===== src/sv/ppe_div.sv =====
`timescale 1ns / 1ps
module ppe_div (
  input  logic        clk,
  input  logic        rst_n,
  input  logic        start,
  input  logic [31:0] num,
  input  logic [31:0] den,
  output logic        done_r,
  output logic [16:0] quot_r
);
  // Restoring division of num*65536 by den; num < den so the quotient
  // has 16 bits. One quotient bit per cycle.
  logic [32:0] rem_r, rem_nxt;
  logic [31:0] den_r;
  logic [4:0]  cnt_r;
  logic        busy_r;
  logic [33:0] trial;

  always_comb begin
    trial = {rem_r, 1'b0} - {2'b00, den_r};
    rem_nxt = trial[33] ? {rem_r[31:0], 1'b0} : trial[32:0];
  end

  always_ff @(posedge clk) begin
    if (!rst_n) begin
      busy_r <= 1'b0;
      done_r <= 1'b0;
      cnt_r <= '0;
    end else begin
      done_r <= 1'b0;
      if (start) begin
        busy_r <= 1'b1;
        cnt_r <= 5'd16;
        rem_r <= {1'b0, num};
        den_r <= den;
        quot_r <= '0;
      end else if (busy_r) begin
        rem_r <= rem_nxt;
        quot_r <= {quot_r[15:0], ~trial[33]};
        cnt_r <= cnt_r - 5'd1;
        if (cnt_r == 5'd1) begin
          busy_r <= 1'b0;
          done_r <= 1'b1;
        end
      end
    end
  end
endmodule


===== config.mk =====
export PLATFORM = sky130hd
export DESIGN_NAME = ppe_div
export DESIGN_NICKNAME = d
export VERILOG_FILES = /design/src/sv/ppe_div.sv
export SDC_FILE = /design/constraint.sdc
export NUM_CORES = 1
export LEC_CHECK = 0
export BUFFER_PORTS_ARGS = -buffer_cell sky130_fd_sc_hd__buf_2
export CAP_MARGIN = 20
export CELL_PAD_IN_SITES_DETAIL_PLACEMENT = 1
export CELL_PAD_IN_SITES_GLOBAL_PLACEMENT = 1
export CORE_MARGIN = 3
export CORE_UTILIZATION = 45
export DETAILED_ROUTE_END_ITERATION = 12
export PLACE_DENSITY = 0.82
export SLEW_MARGIN = 20
export SYNTH_ARGS = -nofsm -noshare
export SYNTH_HDL_FRONTEND = slang
export SYNTH_SLANG_ARGS = --single-unit

===== constraint.sdc =====
create_clock -name clk -period 3.3 [get_ports clk]
set_clock_uncertainty 0.2 [all_clocks]
set_input_delay 0.495 -clock clk [delete_from_list [all_inputs] [get_ports clk]]
set_output_delay 0.495 -clock clk [all_outputs]
set_load 0.03 [all_outputs]

# Word-level counts from Yosys, hierarchy flattened
# Index checks and enable logic that the tools add are counted.
# W data, S select, Z words.
# word_totals
ff_bits,89
latchBits,0
ram_bits,0
mem_bits_ro,0
input_bits,67
out_inout_bits,18
wordCells,29
mem_count,0
# op_classes
add_sub_neg,2
mul,0
n_div,0
order_cmp,0
n_eq_ne,1
shift,0
n_mux,10
n_bitwise,3
reduce_logical,5
# ops
cell,count
$mux W33,2
$sub A34 B32 Y34,1
$mux W32,1
$mux W17,1
$mux W5,2
$eq A5 B1 Y1 const B,1
$sub A5 B1 Y5 const B,1
$mux W1,4
$reduce_and A2 Y1,2
$not A1 Y1,3
$reduce_or A3 Y1,1
$reduce_bool A2 Y1,1
$reduce_or A2 Y1,1

# Longest topological paths before layout
# logic_depth
depth_word,4
ltp_mapped,13
ltp_nobuf,11

# Worst setup path after synthesis
# No wires, ideal clock.
# synth_path
path_kind,register to register
from,reg rem_r[3]
to,reg rem_r[15] (data pin)
setup_time_ps,270
t_arrival_ps,2564
required_time_ps,2830
path_slack_ps,266
path_stages_with_launch,12
path_buffers,1
period_less_slack_ps,3034
path_cell_list,edfxtp_1 > ha_1 > a21o_1 > a31o_1 > or2_1 > a311oi_2 > nor2_2 > a21oi_2 > xnor2_2 > buf_2 > mux2i_1 > a21oi_1
# synth_between
elab_chain_len,4
# synth_rtl
item,line,rtl
from (decl),13,"logic [32:0] rem_r, rem_nxt;"
from (signal assigned),34,"rem_r <= {1'b0, num};"
from (signal assigned),38,rem_r <= rem_nxt;
$sub A34 B32 Y34,20,"trial = {rem_r, 1'b0} - {2'b00, den_r};"
$mux W33,21,"rem_nxt = trial[33] ? {rem_r[31:0], 1'b0} : trial[32:0];"
$mux W33,37,end else if (busy_r) begin
$mux W32,31,if (start) begin
# No other way between the ends. The select of a mux whose other input is x is not followed.
# A chain may end at the register's enable or synchronous reset.

# Worst setup path after layout
# layout_path
from,reg rem_r[0]
to,reg rem_r[1] (data pin)
# layout_between
elab_chain_len,4
# layout_rtl
item,line
$sub A34 B32 Y34,20
$mux W33 *,21
$mux W33 *,37
$mux W32 *,31
# Mark *: on every way between the ends. The rest lies on a longest branch, timed or not. The select of a mux whose other input is x is not followed.

==> qor.yml <==
cells_and_area:
  drive_above_1_share_pct: 26.1
  nFillCells: 1258
  num-nets-final: 727
  final_common_cell: "buf_2"
  final_area_mm2: 0.00664
  antennaDiodeCount: 0
  seqCellArea_mm2: 0.00260
  mostFrequentLayoutCells: "buf_2, edfxtp_1, nand2_1"
  multiInputGateArea_mm2: 0.00265
  fin_util_pct: 57.6
  area_delta_synth_final_pct: 24.6
clock_tree:
  htreeDepth: 3
  cts_tree: "built"
  cts_sinks: 89
  cts_root_buffer: "clkbuf_16"
  cts_made_buffers: 9
  max-clock-path-buffers: 2
  clk_latency_ns: 0.36
  clkTransAtPathRegs_ns: 0.07
yosys:
  ys_ff_latch: 89
  synth_area_per_cell_um2: 10.4
  seq_area_frac_synth_pct: 48.8
  ys_types: 58
  synth_ff_type: "edfxtp_1"
  syn_nets: 612
  synth_area_mm2: 0.00533
  netlist_instances: 511
  synthArstFlopShare_pct: 0
  synth_edf_count: 82
  synth_warnings: 0
timing:
  maxSlewViolCount: 0
  hold_viol: 0
  fmax_mhz: 306
  finalSetupViolCount: 0
  finalCritPeriodShare_pct: 99.0
  relSlewSlack_pct: 55.8
  tightest_slew_ns: 0.659
  period_minus_slack_ns: 3.27
global_route:
  first_global_vias: 4451
  grt_max_degree: 33
  grt_usage_pct: 22.1
  grt_pass1_wl_um: 22700
  grt_overflow: 0
  antenna_found_initial: 0
drt:
  drtPass1Iterations: 4
  route.vias.total: 4234
  ant_nets: 0
  wl_per_cell_um: 19.2
  avgViaCountPerCell: 5.47
  drc: 0
  drt-total-wl_um: 14800
  first_iter_violations: 222
worst_setup_path:
  critPathKind: "register to register"
  arrival_ns: 3.28
  reg2reg_from: "rem_r[0]"
  crit_required_ns: 3.31
  crit_path_end_kind: "register"
  crit_fanout: 7
  startpoint: "rem_r[0]"
  startpoint_type: "register"
floorplanning:
  die_area_mm2: 0.0132
  fp.dieH_um: 115
  start_util_pct: 46.3
  dieWidth_um: 115
  pin_count: 85
  coreArea_mm2: 0.0115
  rows: 39
min_path:
  hold_class: "input pin to register"
  hp-start: "den[29]"
placed_design:
  gp_congestion: 0.878
  io_buffer_count: 84
  place_area_mm2: 0.00609
  place_hpwl_um: 10200
run_status:
  outcome: "complete, no violations"
power_and_ir_drop:
  p_total_mw: 3.65
  p_leak_nw: 2.85
  peakVddDrop_mv: 0.406
  power_density_mw_per_mm2: 550
run:
  max-cap-violations: 0
final timing paths:
kind / to / slack (ns) / cells after the start
worst min register to register: quot_r[13] / 0.37 / 1
worst max-delay path: rem_r[1] / 0.03 / 12
worst min-delay path: den_r[29] / 0.11 / 1
worst max register to register: rem_r[1] / 0.03 / 12
power breakdown:
| part | leakage (nW) | internal, mW | switching, mW | total, mW |
|---|---|---|---|---|
| clock network | 0.147 | 0.551 | 0.493 | 1.04 |
| logic | 1.86 | 0.563 | 0.640 | 1.20 |
| registers | 0.841 | 1.35 | 0.0534 | 1.40 |
stage by stage:
step	setup TNS [ns]	setup WS, ns	instances	hold slack, ns
detailed placement	-0.00119	-0.00119	749	0.309
global route	-0.459	-0.0976	774	0.101
finish	0	0.0318	774	0.109
global placement	0	0.0929	749	0.281
CTS	0	0.00357	767	0.101
floorplan	0	0.266	511	0.269
sequential cells by signal (all words and copies together) (netlist names):
name	cells
cnt_r	5
done_r	1
den_r	32
busy_r	1
rem_r	33
quot_r	17
kinds of logic after synthesis:
kind of cell | count (synthesis) | synth area share, %
and+or+nand+nor | 137 | 12.4
AOI/OAI and AO/OA | 135 | 15.8
DFF | 89 | 48.8
buffers and inverters | 56 | 4.16
adders and majority gates | 34 | 8.13
xor gates and xnor gates | 31 | 5.24
muxes | 29 | 5.50
critical path, stage by stage (launching register included):
cell,delay (ns)
edfxtp_1,0.41
ha_1,0.32
nor2b_4,0.13
o2111a_1,0.25
or2_4,0.24
a311oi_2,0.29
nor2_2,0.10
a21oi_4,0.23
xnor2_4,0.16
buf_12,0.16
buf_12,0.14
mux2_2,0.34
o21ai_1,0.14
timing repair:
item / CTS / global route
endpoints found under the hold margin: 0 / 0
gates resized for setup: 1 / 32
setup endpoints to repair: 2 / 32
pin swaps: 2 / 8
buffers inserted: 2 / 4
hold buffers: 0 / 0
cloned: 0 / 3
synth_stat cells, drive strengths merged (3+ instances only):
cell	n	share of area, %
buf	5	0.56
a21o	11	1.6
ha	33	7.8
xor2	10	1.6
nand2	47	3.3
clkbuf	10	0.70
nor2b	22	2.6
o21bai	4	0.56
inv	40	2.8
a21oi	37	3.5
o211ai	3	0.42
nor3	3	0.28
edfxtp	82	46
o21a	7	0.99
o21ai	43	4.0
and2	7	0.87
nand3	8	0.75
dfxtp	7	2.6
mux2i	27	5.1
a21boi	7	0.99
xnor2	21	3.6
nor2	34	2.4
a211oi	3	0.42
routing by layer:
metal | vias up | global-route usage [%] | share of wire, %
met5 | - | 0 | 0
met4 | 0 | 7.36 | 1.5
met3 | 16 | 3.26 | 3.2
met2 | 77 | 37.1 | 51
met1 | 2061 | 29.6 | 45
li1 | 2080 | - | -
final cells by class:
type / instances / share of cell area (%)
Multi-Input combinational cell: 367 / 40.0
Sequential cell: 89 / 39.2
Timing Repair Buffer: 118 / 11.3
Clock buffer: 10 / 3.60
Tap cell: 143 / 2.70
Inverter: 41 / 2.32
Clock inverter: 6 / 0.867
No activity file was read; power rests on OpenSTA's default activity.
