$ cat src/sv/ppe_pkg.sv
`timescale 1ns / 1ps
package ppe_pkg;
  localparam int PoolCapacity = 1024;
  localparam int SlotW = 10;
  localparam int CountW = 11;
  localparam int QOne = 65536;
  localparam int HalfQ = 32768;

  localparam logic [1:0] OP_SPAWN = 2'd0;
  localparam logic [1:0] OP_TICK = 2'd1;
  localparam logic [1:0] OP_READ = 2'd2;

  localparam logic [1:0] ST_OK = 2'd0;
  localparam logic [1:0] ST_FULL = 2'd1;
  localparam logic [1:0] ST_NOT_LIVE = 2'd2;

  localparam logic [2:0] REG_GRAV_X = 3'd0;
  localparam logic [2:0] REG_GRAV_Y = 3'd1;
  localparam logic [2:0] REG_GRAV_Z = 3'd2;
  localparam logic [2:0] REG_GROUND = 3'd3;
  localparam logic [2:0] REG_DAMPING = 3'd4;
  localparam logic [2:0] REG_START_COLOR = 3'd5;
  localparam logic [2:0] REG_END_COLOR = 3'd6;
  localparam logic [2:0] REG_POOL_LIMIT = 3'd7;

  // One particle record as held in the slot memory.
  typedef struct packed {
    logic [63:0] color;
    logic [31:0] full_life;
    logic [31:0] life;
    logic [31:0] vel_z;
    logic [31:0] vel_y;
    logic [31:0] vel_x;
    logic [31:0] pos_z;
    logic [31:0] pos_y;
    logic [31:0] pos_x;
  } particle_t;

  localparam int ParticleW = $bits(particle_t);

  // Operation codes of the shared arithmetic unit.
  typedef enum logic [1:0] {
    ALU_MUL_ADD,
    ALU_SUB,
    ALU_MUL
  } alu_op_t;

  typedef struct packed {
    alu_op_t     op;
    logic [31:0] a;
    logic [31:0] b;
    logic [31:0] c;
  } alu_req_t;

  function automatic logic [31:0] sat32(input logic signed [65:0] v);
    logic [31:0] r;
    if (v > 66'sd2147483647) begin
      r = 32'h7FFF_FFFF;
    end else if (v < -66'sd2147483648) begin
      r = 32'h8000_0000;
    end else begin
      r = v[31:0];
    end
    return r;
  endfunction
endpackage

$ cat src/sv/ppe_alu.sv
`timescale 1ns / 1ps
module ppe_alu (
  input  logic                  clk,
  input  ppe_pkg::alu_req_t     req,
  output logic [31:0]           res_r
);
  logic signed [63:0] prod;
  logic signed [65:0] wide;
  logic [31:0]        res_nxt;

  // Signed product shifted down by 16 (arithmetic shift floors), with an optional
  // accumulate, or for ALU_SUB the difference c - b; all saturated to 32 bits.
  always_comb begin
    prod = $signed(req.a) * $signed(req.b);
    wide = 66'sd0;
    case (req.op)
      ppe_pkg::ALU_MUL_ADD: begin
        wide = $signed({{18{prod[63]}}, prod[63:16]}) + $signed({{34{req.c[31]}}, req.c});
      end
      ppe_pkg::ALU_SUB: begin
        wide = $signed({{34{req.c[31]}}, req.c}) - $signed({{34{req.b[31]}}, req.b});
      end
      ppe_pkg::ALU_MUL: begin
        wide = $signed({{18{prod[63]}}, prod[63:16]});
      end
      default: begin
        wide = 66'sd0;
      end
    endcase
    res_nxt = ppe_pkg::sat32(wide);
  end

  always_ff @(posedge clk) begin
    res_r <= res_nxt;
  end
endmodule

$ cat config.mk
export PLATFORM = sky130hd
export DESIGN_NAME = ppe_alu
export DESIGN_NICKNAME = d
export VERILOG_FILES = /design/src/sv/ppe_pkg.sv /design/src/sv/ppe_alu.sv
export SDC_FILE = /design/constraint.sdc
export NUM_CORES = 2
export LEC_CHECK = 0
export ABC_AREA = 1
export BUFFER_PORTS_ARGS = -buffer_cell sky130_fd_sc_hd__buf_2
export CAP_MARGIN = 30
export CORE_MARGIN = 2
export CORE_UTILIZATION = 25
export CTS_CLUSTER_DIAMETER = 60
export DETAILED_ROUTE_END_ITERATION = 10
export SLEW_MARGIN = 20
export SYNTH_ARGS = -nofsm -noshare
export SYNTH_HDL_FRONTEND = slang
export SYNTH_SLANG_ARGS = --single-unit
$ cat constraint.sdc
create_clock -name clk -period 17.2 [get_ports clk]
set_input_delay 1.72 -clock clk [delete_from_list [all_inputs] [get_ports clk]]
set_output_delay 1.72 -clock clk [all_outputs]
set_load 0.02 [all_outputs]
**Word-level counts from Yosys, hierarchy flattened**

Cells that the tools add are included.
Widths: inputs -> output; s select.

- Register bits: 32
- Latch bits: 0
- Bits in writable memories: 0
- ROM bits: 0
- Output and inout port bits: 32
- Memories: 0

- Add/subtract/negate cells: 2
- Multipliers: 1
- Divide/modulo/power cells: 0
- Magnitude comparators: 2
- Equality and inequality tests: 2
- Shift operators: 0
- Mux-type cells: 2
- Bitwise gates (word level): 0
- Reductions and logical operators: 1

Operators with widths:

| cell | number |
|---|---|
| $pmux 66 s3 | 1 |
| $gt 66x32->1 const B | 1 |
| $lt 66x32->1 const B | 1 |
| $mul 32x32->64 | 1 |
| $add 48x32->49 | 1 |
| $sub 32x32->33 | 1 |
| $mux 32 | 1 |
| $eq 2x1->1 const B | 1 |
| $eq 2x2->1 const B | 1 |
| $logic_not 2->1 | 1 |

**Logic depth before layout (Yosys ltp)**

- Word-level depth: 5
- Depth in mapped cells: 54

**Least setup slack after synthesis**

Ideal clock, no wire load.

- Path type: input-to-reg
- Start: input req[39] (netlist name)
- End: register res_r[1]
- Library setup time: 0.113 ns
- Data arrival time: 10.707 ns
- Required time: 17.087 ns
- Setup slack: 6.380 ns
- Stages on the path: 41
- Path buffers: 3
- Cells stage by stage: clkbuf_1 > clkbuf_1 > nand2_1 > inv_1 > fa_1 > fa_1 > fa_1 > fa_1 > inv_1 > fa_1 > inv_1 > fa_1 > fa_1 > fa_1 > ha_1 > a21oi_1 > a21boi_0 > nand2_1 > [5 not listed] > inv_1 > ha_1 > nand2_1 > nor2_1 > inv_1 > nor2_1 > nand3_1 > nor3_1 > nand2_1 > nand3_1 > nand2_1 > nand3_1 > nand3_1 > nor4_1 > nand3_1 > nand2_2 > buf_6 > nand2_1

- Longest elaborated chain between the ends: 5
- Elaborated cells between the ends (all ways): 7

RTL lines:

| item | line | source |
|---|---|---|
| from (decl) | ppe_alu.sv:4 | `input ppe_pkg::alu_req_t req,` |
| $mul 32x32->64 | ppe_alu.sv:14 | `prod = $signed(req.a) * $signed(req.b);` |
| $add 48x32->49 | ppe_alu.sv:18 | `wide = $signed({{18{prod[63]}}, prod[63:16]}) + $signed({{34{req.c[31]}}, req.c});` |
| $pmux 66 s3 * | ppe_alu.sv:16 | `case (req.op)` |
| $lt 66x32->1 | ppe_pkg.sv:59 | `end else if (v < -66'sd2147483648) begin` |
| $mux 32 | ppe_pkg.sv:59 |  |
| to (signal assigned) | ppe_alu.sv:34 | `res_r <= res_nxt;` |
| to (decl) | ppe_alu.sv:5 | `output logic [31:0] res_r` |

Every way passes the cells marked *; elsewhere a longest branch is shown, timed or not.
A chain may end at the register's enable or synchronous reset.

**Final worst setup path**

- Start: input req[37] (netlist name)
- End: register res_r[23]

The elaborated chain is that of the path after synthesis.

==> impl_summary.txt <==
----------------------------------------------------
[Outcome]
  Run status ... completed

[Clock tree]
  CTS H-tree lvls ... 2
  Hold-fix buffer count after cts ... 0
  Clock tree from TritonCTS ... built
  CTS root buffer ... clkbuf_16
  Maximum number of buffers from clock root to sink ... 2
  Post-CTS setup repair buffer count ... 0
  Clock sinks ... 32
  Number of CTS-inserted buffers ... 5
  Total of cells resized after clock tree synthesis ... 0
  Clock input transition at the sequential cells of the worst setup and hold paths ... 50 ps

[Logic synthesis]
  Largest area contributor in the synthesized netlist ... fa_1
  Share of the synthesized area in the top cell type ... 47.9%
  Share of synthesized registers carrying an async set or reset ... 0%
  Syn Nets ... 7615
  Main flop type after synthesis ... dfxtp_1
  Most area-consuming cells after synthesis ... fa_1 (48%), inv_1 (15%), nand2_1 (14%)
  Most numerous cell types in the synthesized netlist ... inv_1 (1792), nand2_1 (1741), fa_1 (1083), ha_1 (260), nor2_1 (259)
  Most instantiated library cell after synthesis ... inv_1
  Avg Inst Size Synth ... 7.33 um2
  Synthesis warning total ... 0
  Synthesized cell area ... 45200 um2
  Post-Syn Instances ... 6173
  Netlist cell types ... 48
  Number of register bits inferred by synthesis ... 32
  EDFF count, synth ... 0
  Share of the yosys chip area belonging to registers ... 1.42%

[Layout]
  Max reg flops ... 32
  Fin nets ... 7557
  Fraction of final layout cells sized beyond drive strength 1 ... 4.20%
  Register with the most flip-flops ... res_r
  Largest registers ... res_r (32)
  Post-Layout Cell Count ... 8488
  Post-synthesis to final-layout area growth ... 7.23%

[Die]
  Area of the core region ... 180000 um2
  Chip Width ... 429 um
  Overall die area ... 184000 um2
  I/O pin count ... 131
  Initial cell density of the core ... 25.1%
  Num rows ... 156
  Die outline height ... 429 um

[Placement]
  Port Buf Inserts ... 130
  Number of cells in the design after placement ... 8474
  Post-DP HPWL ... 129000 um
  Routability Congestion ... 0.974

[Min path]
  Worst Hold Class ... primary input to register

[STA]
  Peak Freq ... 77.6 MHz
  Tightest Pin Transition ... 1040 ps
  Final Hold Violating Endpoints ... 0
  Accumulated negative setup slack ... 0 ps
  Final Setup Violations ... 0
  Period utilization ... 74.9%
  Max-slew violation count ... 0
  Final min period ... 12880 ps
  Unrepaired setup endpoints after global routing ... no
  Post-Route Hold Slack ... 2060 ps
  Worst slew margin relative to its limit ... 30.9%

[Detailed routing]
  Count of TritonRoute iterations in the first routing pass ... 5
  Via density ... 4.45
  Number of antenna-violating nets in the routed design ... 0
  Vias ... 37.8k
  DRC violation count after routing ... 0
  1st-iter DRT viols ... 2723
  Drt wl/cell ... 17.6 um
  Post-detailed-routing wire length ... 149000 um

[Job]
  Maximum Capacitance Violations ... 0

[Global routing]
  Antenna violations before repair ... 11
  Remaining global-route overflow ... 0
  Pin count of the biggest net entering global routing ... 40
  Global-route wire length before repair ... 238000 um
  Aggregate global-route resource usage ... 16.5%
  Vias in the first global route ... 41.0k

[Critical path]
  Worst-path cell with the longest stage delay ... fa_1
  Startpoint types ... primary input
  Kind of end point of the critical path ... register
  Crit-path max FO ... 33
  WP data required ... 17330 ps
  Data arrival at the endpoint of the critical path ... 13010 ps
  Highest cell delay on the worst timing path ... 750 ps
  Critical setup path kind ... primary input to register
  Library cell appearing most often on the critical path ... nand2_1

----------------------------------------------------
## layout make-up
class / count / area (um2)
flip-flops and latches: 32 / 641
diodes: 2 / 5.00
clock inverters: 2 / 35.0
well taps: 2370 / 2970
clock buffers: 6 / 129
repair buffers: 175 / 1090
multi-input cells: 4101 / 36900
inverters: 1800 / 6760
fillers: 19900 / 132000
## per-stage QoR
step           utilization (%)  worst slack [ps]  cell area (um2)
2_1_floorplan                -              6380            45200
3_3_place_gp              26.7              3730            48200
3_5_place_dp              26.7              3930            48200
4_1_cts                   26.8              4160            48400
5_1_grt                   26.9              3450            48500
6_report                  26.9              4320            48500
## placed cells by master (no fill, tap or decap), drive strengths merged
cell type | synthesis | final
o21bai | 28 | 28
xnor2 | 18 | 18
a31oi | 8 | 8
a21boi | 8 | 8
o21ai | 107 | 107
nor3 | 19 | 19
nor3b | 2 | 2
fa | 1083 | 1083
nor2b | 1 | 1
o211ai | 12 | 12
nand2 | 1756 | 1756
or2 | 31 | 31
diode | 0 | 2
nand3 | 181 | 181
nor4 | 8 | 8
buf | 15 | 175
bufinv | 0 | 1
o21a | 3 | 3
nand3b | 6 | 6
nand4 | 24 | 24
o221ai | 4 | 4
a21oi | 200 | 200
clkbuf | 225 | 6
inv | 1799 | 1799
and3 | 7 | 7
o31a | 1 | 1
a21o | 15 | 15
a211oi | 2 | 2
ha | 260 | 260
and2 | 11 | 11
dfxtp | 32 | 32
o31ai | 1 | 1
nor2 | 266 | 266
clkinv | 1 | 2
a31o | 1 | 1
xor2 | 38 | 38
## path summary, 6_finish.rpt
check	startpoint	to	slack, ps	depth (start not counted)
worst min-delay path	req[0]	res_r[0]	2060	6
worst max-delay path	req[37]	res_r[23]	4320	44
## metal layers
metal / GRT usage [%] / vias to the layer above / wire length (um)
met3: 0.971 / 164 / 6680
li1: - / 17400 / -
met5: 0 / - / 13
met4: 3.66 / 2 / 3640
met2: 29.0 / 1038 / 73700
met1: 22.1 / 19200 / 65300
## cell families (layout without fill, tap and decap cells)
| kind of cell | after synthesis | in the layout | share of synthesized area (%) |
|---|---|---|---|
| buf+inv | 2040 | 1983 | 17.1 |
| fa+ha+maj | 1343 | 1343 | 55.1 |
| flops | 32 | 32 | 1.42 |
| simple gates | 2312 | 2312 | 20.5 |
| other cells | 0 | 2 | 0 |
| compound gates | 390 | 390 | 4.81 |
| xor+xnor | 56 | 56 | 1.08 |
## critical path: cells and delay by family
family	cells	cell delay, ps
fa+ha+maj	10	5260
simple gates	25	4400
buf+inv	9	1510
Power is not shown: default switching activity piles up to over one toggle a cycle in this logic, so the estimate is an artifact.
