===== config.mk =====
export PLATFORM = sky130hd
export DESIGN_NAME = ppe_ram
export DESIGN_NICKNAME = d
export VERILOG_FILES = /design/src/sv/ppe_ram.sv
export SDC_FILE = /design/constraint.sdc
export NUM_CORES = 1
export LEC_CHECK = 0
export BUFFER_PORTS_ARGS = -buffer_cell sky130_fd_sc_hd__clkbuf_2
export CORE_MARGIN = 3
export CORE_UTILIZATION = 65
export CTS_BUF_LIST = sky130_fd_sc_hd__clkbuf_8
export CTS_CLUSTER_SIZE = 40
export DETAILED_ROUTE_END_ITERATION = 10
export PLACE_DENSITY = 0.84
export SLEW_MARGIN = 0
export SYNTH_ARGS = -nofsm -noshare
export SYNTH_HDL_FRONTEND = slang
export SYNTH_SLANG_ARGS = --single-unit

===== constraint.sdc =====
create_clock -name clk -period 4.3 [get_ports clk]
set_clock_uncertainty 0.1 [all_clocks]
set_input_delay 0.43 -clock clk [delete_from_list [all_inputs] [get_ports clk]]
set_output_delay 0.43 -clock clk [all_outputs]
set_load 0.005 [all_outputs]

===== src/sv/ppe_ram.sv =====
`timescale 1ns / 1ps
module ppe_ram #(
  parameter int Width = 8,
  parameter int Depth = 16
) (
  input  logic                     clk,
  input  logic                     we,
  input  logic [$clog2(Depth)-1:0] waddr,
  input  logic [Width-1:0]         wdata,
  input  logic [$clog2(Depth)-1:0] raddr,
  output logic [Width-1:0]         rdata
);
  logic [Width-1:0] mem [Depth];

  // One write port, one registered read port.
  always_ff @(posedge clk) begin
    if (we) begin
      mem[waddr] <= wdata;
    end
    rdata <= mem[raddr];
  end
endmodule


# [Word-level counts from Yosys, hierarchy flattened]
# Memories as Yosys holds them, arrays and structs flattened. A register that Yosys moved wholly into a read port is not among the register bits.
# Index checks and enable logic that the tools add are counted.
[totals] reg_bits=0 ram_bits=128 in_bits=18 output_inout_bits=8 word_cells=3 mem_count=1
[op_classes] n_mux=2
[mem_list] memory="mem" words=16 width=8 read_ports=1 rd_ports_with_merged_regs=1 write_ports=1 line="13" rtl="logic [Width-1:0] mem [Depth];"
[ops] op="$mux W1" count=2

# [Logic depth before layout (Yosys ltp)]
# Gate-level depths: netlist of run 1.
[depth] ltp_word=2 depth_mapped=5 ltp_nobuf=3

# [Worst setup path before layout of run 1]
# No wires, ideal clock.
[synth_timing] kind="in2reg" start="in waddr[2]" end="mem mem[0][0], enable pin" setup_ns=0.383 arrival_ns=1.540 t_required_ns=3.817 setup_slack_ns=2.277 cell_stages=2 n_path_buf=0 path_cell_list="or3b_2 -> nor3_1"
[synth_lines] item="start, declared" line="8" rtl="input logic [$clog2(Depth)-1:0] waddr,"
[synth_lines] item="end, declared" line="13"
# Straight into the memory's write port.

==> flow_summary.yaml, run 1 <==
outcome:
  status: "completed"
cts:
  post_cts_resized: 0
  cts_setup_buffers: 0
  clk_latency_ns: 0.43
  numClockSinks: 136
  htreeDepth: 4
  clk_pin_slew_worst_paths_ns: 0.07
  clockRootBuffer: "clkbuf_8"
  clk_path_buf_depth: 2
  cts_tree: "yes"
  numCtsBuffers: 17
  holdBufCountCts: 0
min_path:
  min-delay-path-class: "primary input to flop"
global_route:
  grt_max_degree: 33
  antenna_found_initial: 0
  grt_pass1_vias: 2545
  grt_pass1_wl_mm: 14.2
  grt_overflow_total: 0
  grt_util_all_layers_pct: 23.2
placement:
  post-place-cells: 348
  io_buffers: 25
  pre_cts_ws_ns: 1.75
  place.gp.congestion: 0.746
  place_hpwl_mm: 5.82
  placed_area_mm2: 0.00535
final_layout:
  final_common_cell: "edfxtp_1"
  fin_nets: 286
  syn_to_final_growth_pct: 10.7
  finish.instance_area_mm2: 0.00570
  diodes: 0
  drive_gt1_share_pct: 27.8
  most-common-layout-cells: "128 x edfxtp_1, 25 x clkbuf_2, 18 x mux4_2, 17 x clkbuf_8, 16 x a22oi_1"
  finalNonFillerCells: 380
  fillers: 410
  fin_util_pct: 76.5
logic_synthesis:
  syn-num-nets: 247
  netlist_area_mm2: 0.00515
  yosysTopAreaCell: "edfxtp_1"
  yosysSeqAreaShare_pct: 77.8
  yosys_warnings: 0
  synth_top_area_share_pct: 74.7
  synth_area_per_cell_um2: 22.5
  netlist_instances: 229
  synth_cell_types: 19
  synth-seq-cells: 136
  synthTopCellsByArea: "edfxtp_1 75%, mux4_2 7.9%, mux4_1 7.1%, dfxtp_1 3.1%, a22oi_1 2.3%"
power:
  ir_worst_vdd_v: 0.000304
  p_leak_nw: 1.90
  power.density_mw_per_mm2: 443
  power_mw: 2.52
timing:
  max_slew.worst_pin.slew_ns: 0.962
  fin_crit_sh_pct: 47.9
  tns_ns: 0
  layout_min_cycle_time_ns: 2.06
  setup_viol: 0
  slew_headroom_pct: 35.9
  worst_slack_ns: 2.24
  fmax_ghz: 0.485
  hold_viol_final: 0
  rsz0062_at_grt: "no"
  whs_ns: 0.325
  final_max_slew_viol_count: 0
route:
  vias: 2428
  wl_mm: 9.13
  ant_nets: 0
  detail_route.drc_violations: 0
  avgRoutedWirePerCell_um: 24.0
  routed_via_density: 6.39
  first_pass_iters: 5
  dr.first_iter.drc_count: 218
critical_path:
  cp.required_ns: 4.52
  reg2reg_slack_ns: 2.77
  crit_path_max_incr_delay_ns: 0.71
  worst-setup-path-type: "primary input to flop"
  cp-start-kind: "primary input"
  critPathMaxFanout: 28
  crit_chain: "clkbuf_2, buf_4, mux4_1, a22oi_1, nand2_1"
  cp.arrival_ns: 2.28
  worst_setup_path_end_kind: "flop"
  cp_slowest_cell: "clkbuf_2"
floorplan:
  core_area_mm2: 0.00745
  io_pins: 26
  die-width_um: 95.0
  dieHeight_um: 95.0
  start_util_pct: 69.1
  die_area_mm2: 0.00902
  rows: 31
run:
  maxCapViolations: 0
## state kept, by name, indices dropped and copies added (netlist names)
signal	cells
mem	128
rdata	8
## power by group
part | internal, mW | switching (mW) | total, mW | leakage (nW)
registers | 1.48 | 0.00870 | 1.49 | 1.22
clock network | 0.446 | 0.461 | 0.907 | 0.177
logic | 0.0537 | 0.0722 | 0.126 | 0.500
## worst paths after layout
check                                          start                   to  depth (start not counted)
worst min-delay path                        wdata[7]  mem[3][7]$_DFFE_PP_                          1
worst max-delay path                        raddr[0]     rdata[3]$_DFF_P_                          5
worst min register to register  mem[14][7]$_DFFE_PP_     rdata[7]$_DFF_P_                          3
worst max register to register   mem[9][4]$_DFFE_PP_     rdata[4]$_DFF_P_                          3
## cell type report
type / instances / area, um^2 / area share (%)
Clock buffer: 17 / 234 / 4.11
Clock inverter: 15 / 115 / 2.02
Multi-Input combinational cell: 83 / 1060 / 18.6
Sequential cell: 136 / 4000 / 70.3
Tap cell: 99 / 124 / 2.17
Timing Repair Buffer: 30 / 163 / 2.86
## Yosys cell counts
library cell,count
nor3_1,4
clkdlybuf4s25_2,3
mux4_2,18
or3b_2,1
edfxtp_1,128
and2b_1,1
and2_1,1
buf_4,1
nor2_1,13
nor2b_1,1
buf_2,3
nand3b_1,2
a22oi_1,16
nand2b_1,2
mux4_1,14
dfxtp_1,8
nand2_1,9
buf_6,3
nand3_1,1
## layer usage
metal / share of wire (%) / vias to the layer above / global-route usage, %
met4: 1.9 / 0 / 10.1
met2: 50 / 115 / 35.9
met3: 8.8 / 14 / 5.58
met1: 39 / 1246 / 32.4
li1: - / 1053 / -
met5: 0 / - / 0
## worst max-delay path, delay by kind of cell
family	cells	cell delay (ns)
compound gates	1	0.19
simple gates	1	0.06
mux	1	0.56
buf+inv	2	1.01
## cells by family after synthesis
kind of cell | Yosys count | synth area share (%)
AO/OA/AOI/OAI | 16 | 2.33
buffers and inverters | 10 | 1.68
flip-flops | 136 | 77.8
multiplexers | 32 | 15.0
AND/OR/NAND/NOR | 35 | 3.18
(Power assumes the default switching activity.)
==> run 2, diff against run 1 <==
- CORE_UTILIZATION: 65 -> 63
- PLACE_DENSITY: 0.84 -> 0.82
- clock period: 4.3 -> 2.1 ns (I/O delays scaled with it)
==> flow_summary.yaml, run 2 (same netlist as run 1, synthesis figures left out) <==
min_path:
  min-delay-path-class: "primary input to flop"
  min_to: "mem[4][0]$_DFFE_PP_"
  min_from: "wdata[0]"
  min_path_cells: 1
critical_path:
  cp_slowest_cell: "mux4_1"
  cp.arrival_ns: 1.74
  reg2regPathDepth: 3
  crit_chain: "mux4_1, a22oi_1, nand2_1"
  reg2reg_slack_ns: 0.54
  regToRegEndpoint: "rdata[2]$_DFF_P_"
  cp-start-kind: "flop"
  worst-setup-path-type: "flop to flop"
  reg2reg_from: "mem[0][2]$_DFFE_PP_"
  crit_path_max_incr_delay_ns: 0.49
  cp.required_ns: 2.29
  worst_setup_path_end_kind: "flop"
  critPathMaxFanout: 1
timing:
  tns_ns: 0
  max_slew.worst_pin.slew_ns: 0.606
  fin_crit_sh_pct: 74.2
  worst_slack_ns: 0.541
  setup_viol: 0
  final_max_slew_viol_count: 0
  layout_min_cycle_time_ns: 1.56
  hold_viol_final: 0
  rsz0062_at_grt: "no"
  fmax_ghz: 0.642
  whs_ns: 0.119
  slew_headroom_pct: 59.4
final_layout:
  reg_top3: "mem (128), rdata (8)"
  fin_nets: 300
  fin_util_pct: 75.3
  largest_reg_flops: 128
  final_common_cell: "edfxtp_1"
  drive_gt1_share_pct: 31.2
  diodes: 0
  max_flop_register: "mem"
  most-common-layout-cells: "128 x edfxtp_1, 25 x clkbuf_2, 18 x mux4_2, 18 x clkbuf_8, 17 x buf_4"
  syn_to_final_growth_pct: 14.8
global_route:
  grt_pass1_vias: 2580
  grt_pass1_wl_mm: 14.5
  grt_util_all_layers_pct: 23.3
  grt_max_degree: 33
  grt_overflow_total: 0
  antenna_found_initial: 0
power:
  ir_worst_vdd_v: 0.000626
  p_sw_share_pct: 19.8
  pwr-share-comb_pct: 4.9
  power.density_mw_per_mm2: 942
  pwr-share-seq_pct: 54.8
  clock_power_share_pct: 40.2
  p_leak_nw: 2.02
  p_int_mw: 4.47
  power_mw: 5.57
  p_switching_mw: 1.10
placement:
  place.gp.congestion: 0.754
  place_hpwl_mm: 6.00
  io_buffers: 25
  pre_cts_ws_ns: 0.260
floorplan:
  io_pins: 26
  die-width_um: 96.4
  start_util_pct: 65.6
  rows: 32
  core_area_mm2: 0.00785
  dieHeight_um: 96.4
  die_area_mm2: 0.00929
cts:
  clk_latency_ns: 0.41
  post_cts_resized: 0
  clk_path_buf_depth: 2
  clockRootBuffer: "clkbuf_8"
  cts_setup_buffers: 0
  clk_pin_slew_worst_paths_ns: 0.08
  cts_tree: "yes"
  numClockSinks: 136
  numCtsBuffers: 17
  holdBufCountCts: 0
  htreeDepth: 4
route:
  wl_mm: 9.59
  dr.first_iter.drc_count: 220
  ant_nets: 0
  avgRoutedWirePerCell_um: 24.2
  routed_via_density: 6.19
  first_pass_iters: 5
  vias: 2458
  detail_route.drc_violations: 0
run:
  maxCapViolations: 0
outcome:
  status: "completed"
-- run 2: worst max path at each step --
stage / end / depth (start not counted) / slack, ns / from
global route: rdata[3]$_DFF_P_ / 3 / 0.52 / mem[1][3]$_DFFE_PP_
floorplan: mem[0][0]$_DFFE_PP_ / 2 / 0.30 / waddr[2]
detailed placement: rdata[3]$_DFF_P_ / 5 / 0.26 / raddr[0]
CTS: rdata[3]$_DFF_P_ / 3 / 0.55 / mem[1][3]$_DFFE_PP_
global placement: rdata[2]$_DFF_P_ / 5 / 0.33 / raddr[0]
finish: rdata[2]$_DFF_P_ / 3 / 0.54 / mem[0][2]$_DFFE_PP_
-- run 2: cell type report --
cell class / instances / area, um^2
clock buffer: 18 / 248
fill: 455 / 1940
tap: 102 / 128
clock inverter: 14 / 181
timing repair buffer: 44 / 293
multi-input combinational: 83 / 1060
sequential: 136 / 4000
-- run 2: per-stage QoR --
| stage | instances | area [um^2] |
|---|---|---|
| floorplan | 229 | 5150 |
| global placement | 365 | 5480 |
| detailed placement | 365 | 5480 |
| CTS | 397 | 5910 |
| global route | 397 | 5910 |
| finish | 397 | 5910 |
-- run 2: worst max-delay path, delay by kind of cell (launching register included) --
family / cells / cell delay, ns
and+or+nand+nor: 1 / 0.13
AOI/OAI and AO/OA: 1 / 0.33
muxes: 1 / 0.49
DFF: 1 / 0.37
-- run 2: power by group through the flow --
stage          Clock, mW  Sequential (mW)  Combinational, mW
6_report            2.24             3.05              0.274
5_1_grt             2.41             3.06              0.297
4_1_cts             2.26             3.05              0.278
3_5_place_dp           0             3.11              0.274
3_3_place_gp           0             3.11              0.265
2_1_floorplan          0             3.11              0.154
-- run 2: per-layer routing --
layer  vias up  share of wire, %  GRT usage [%]
met1      1262                40           32.0
li1       1077                 -              -
met2       101                51           36.1
met4         0               2.3           10.9
met5         -                 0              0
met3        18               7.0           5.73
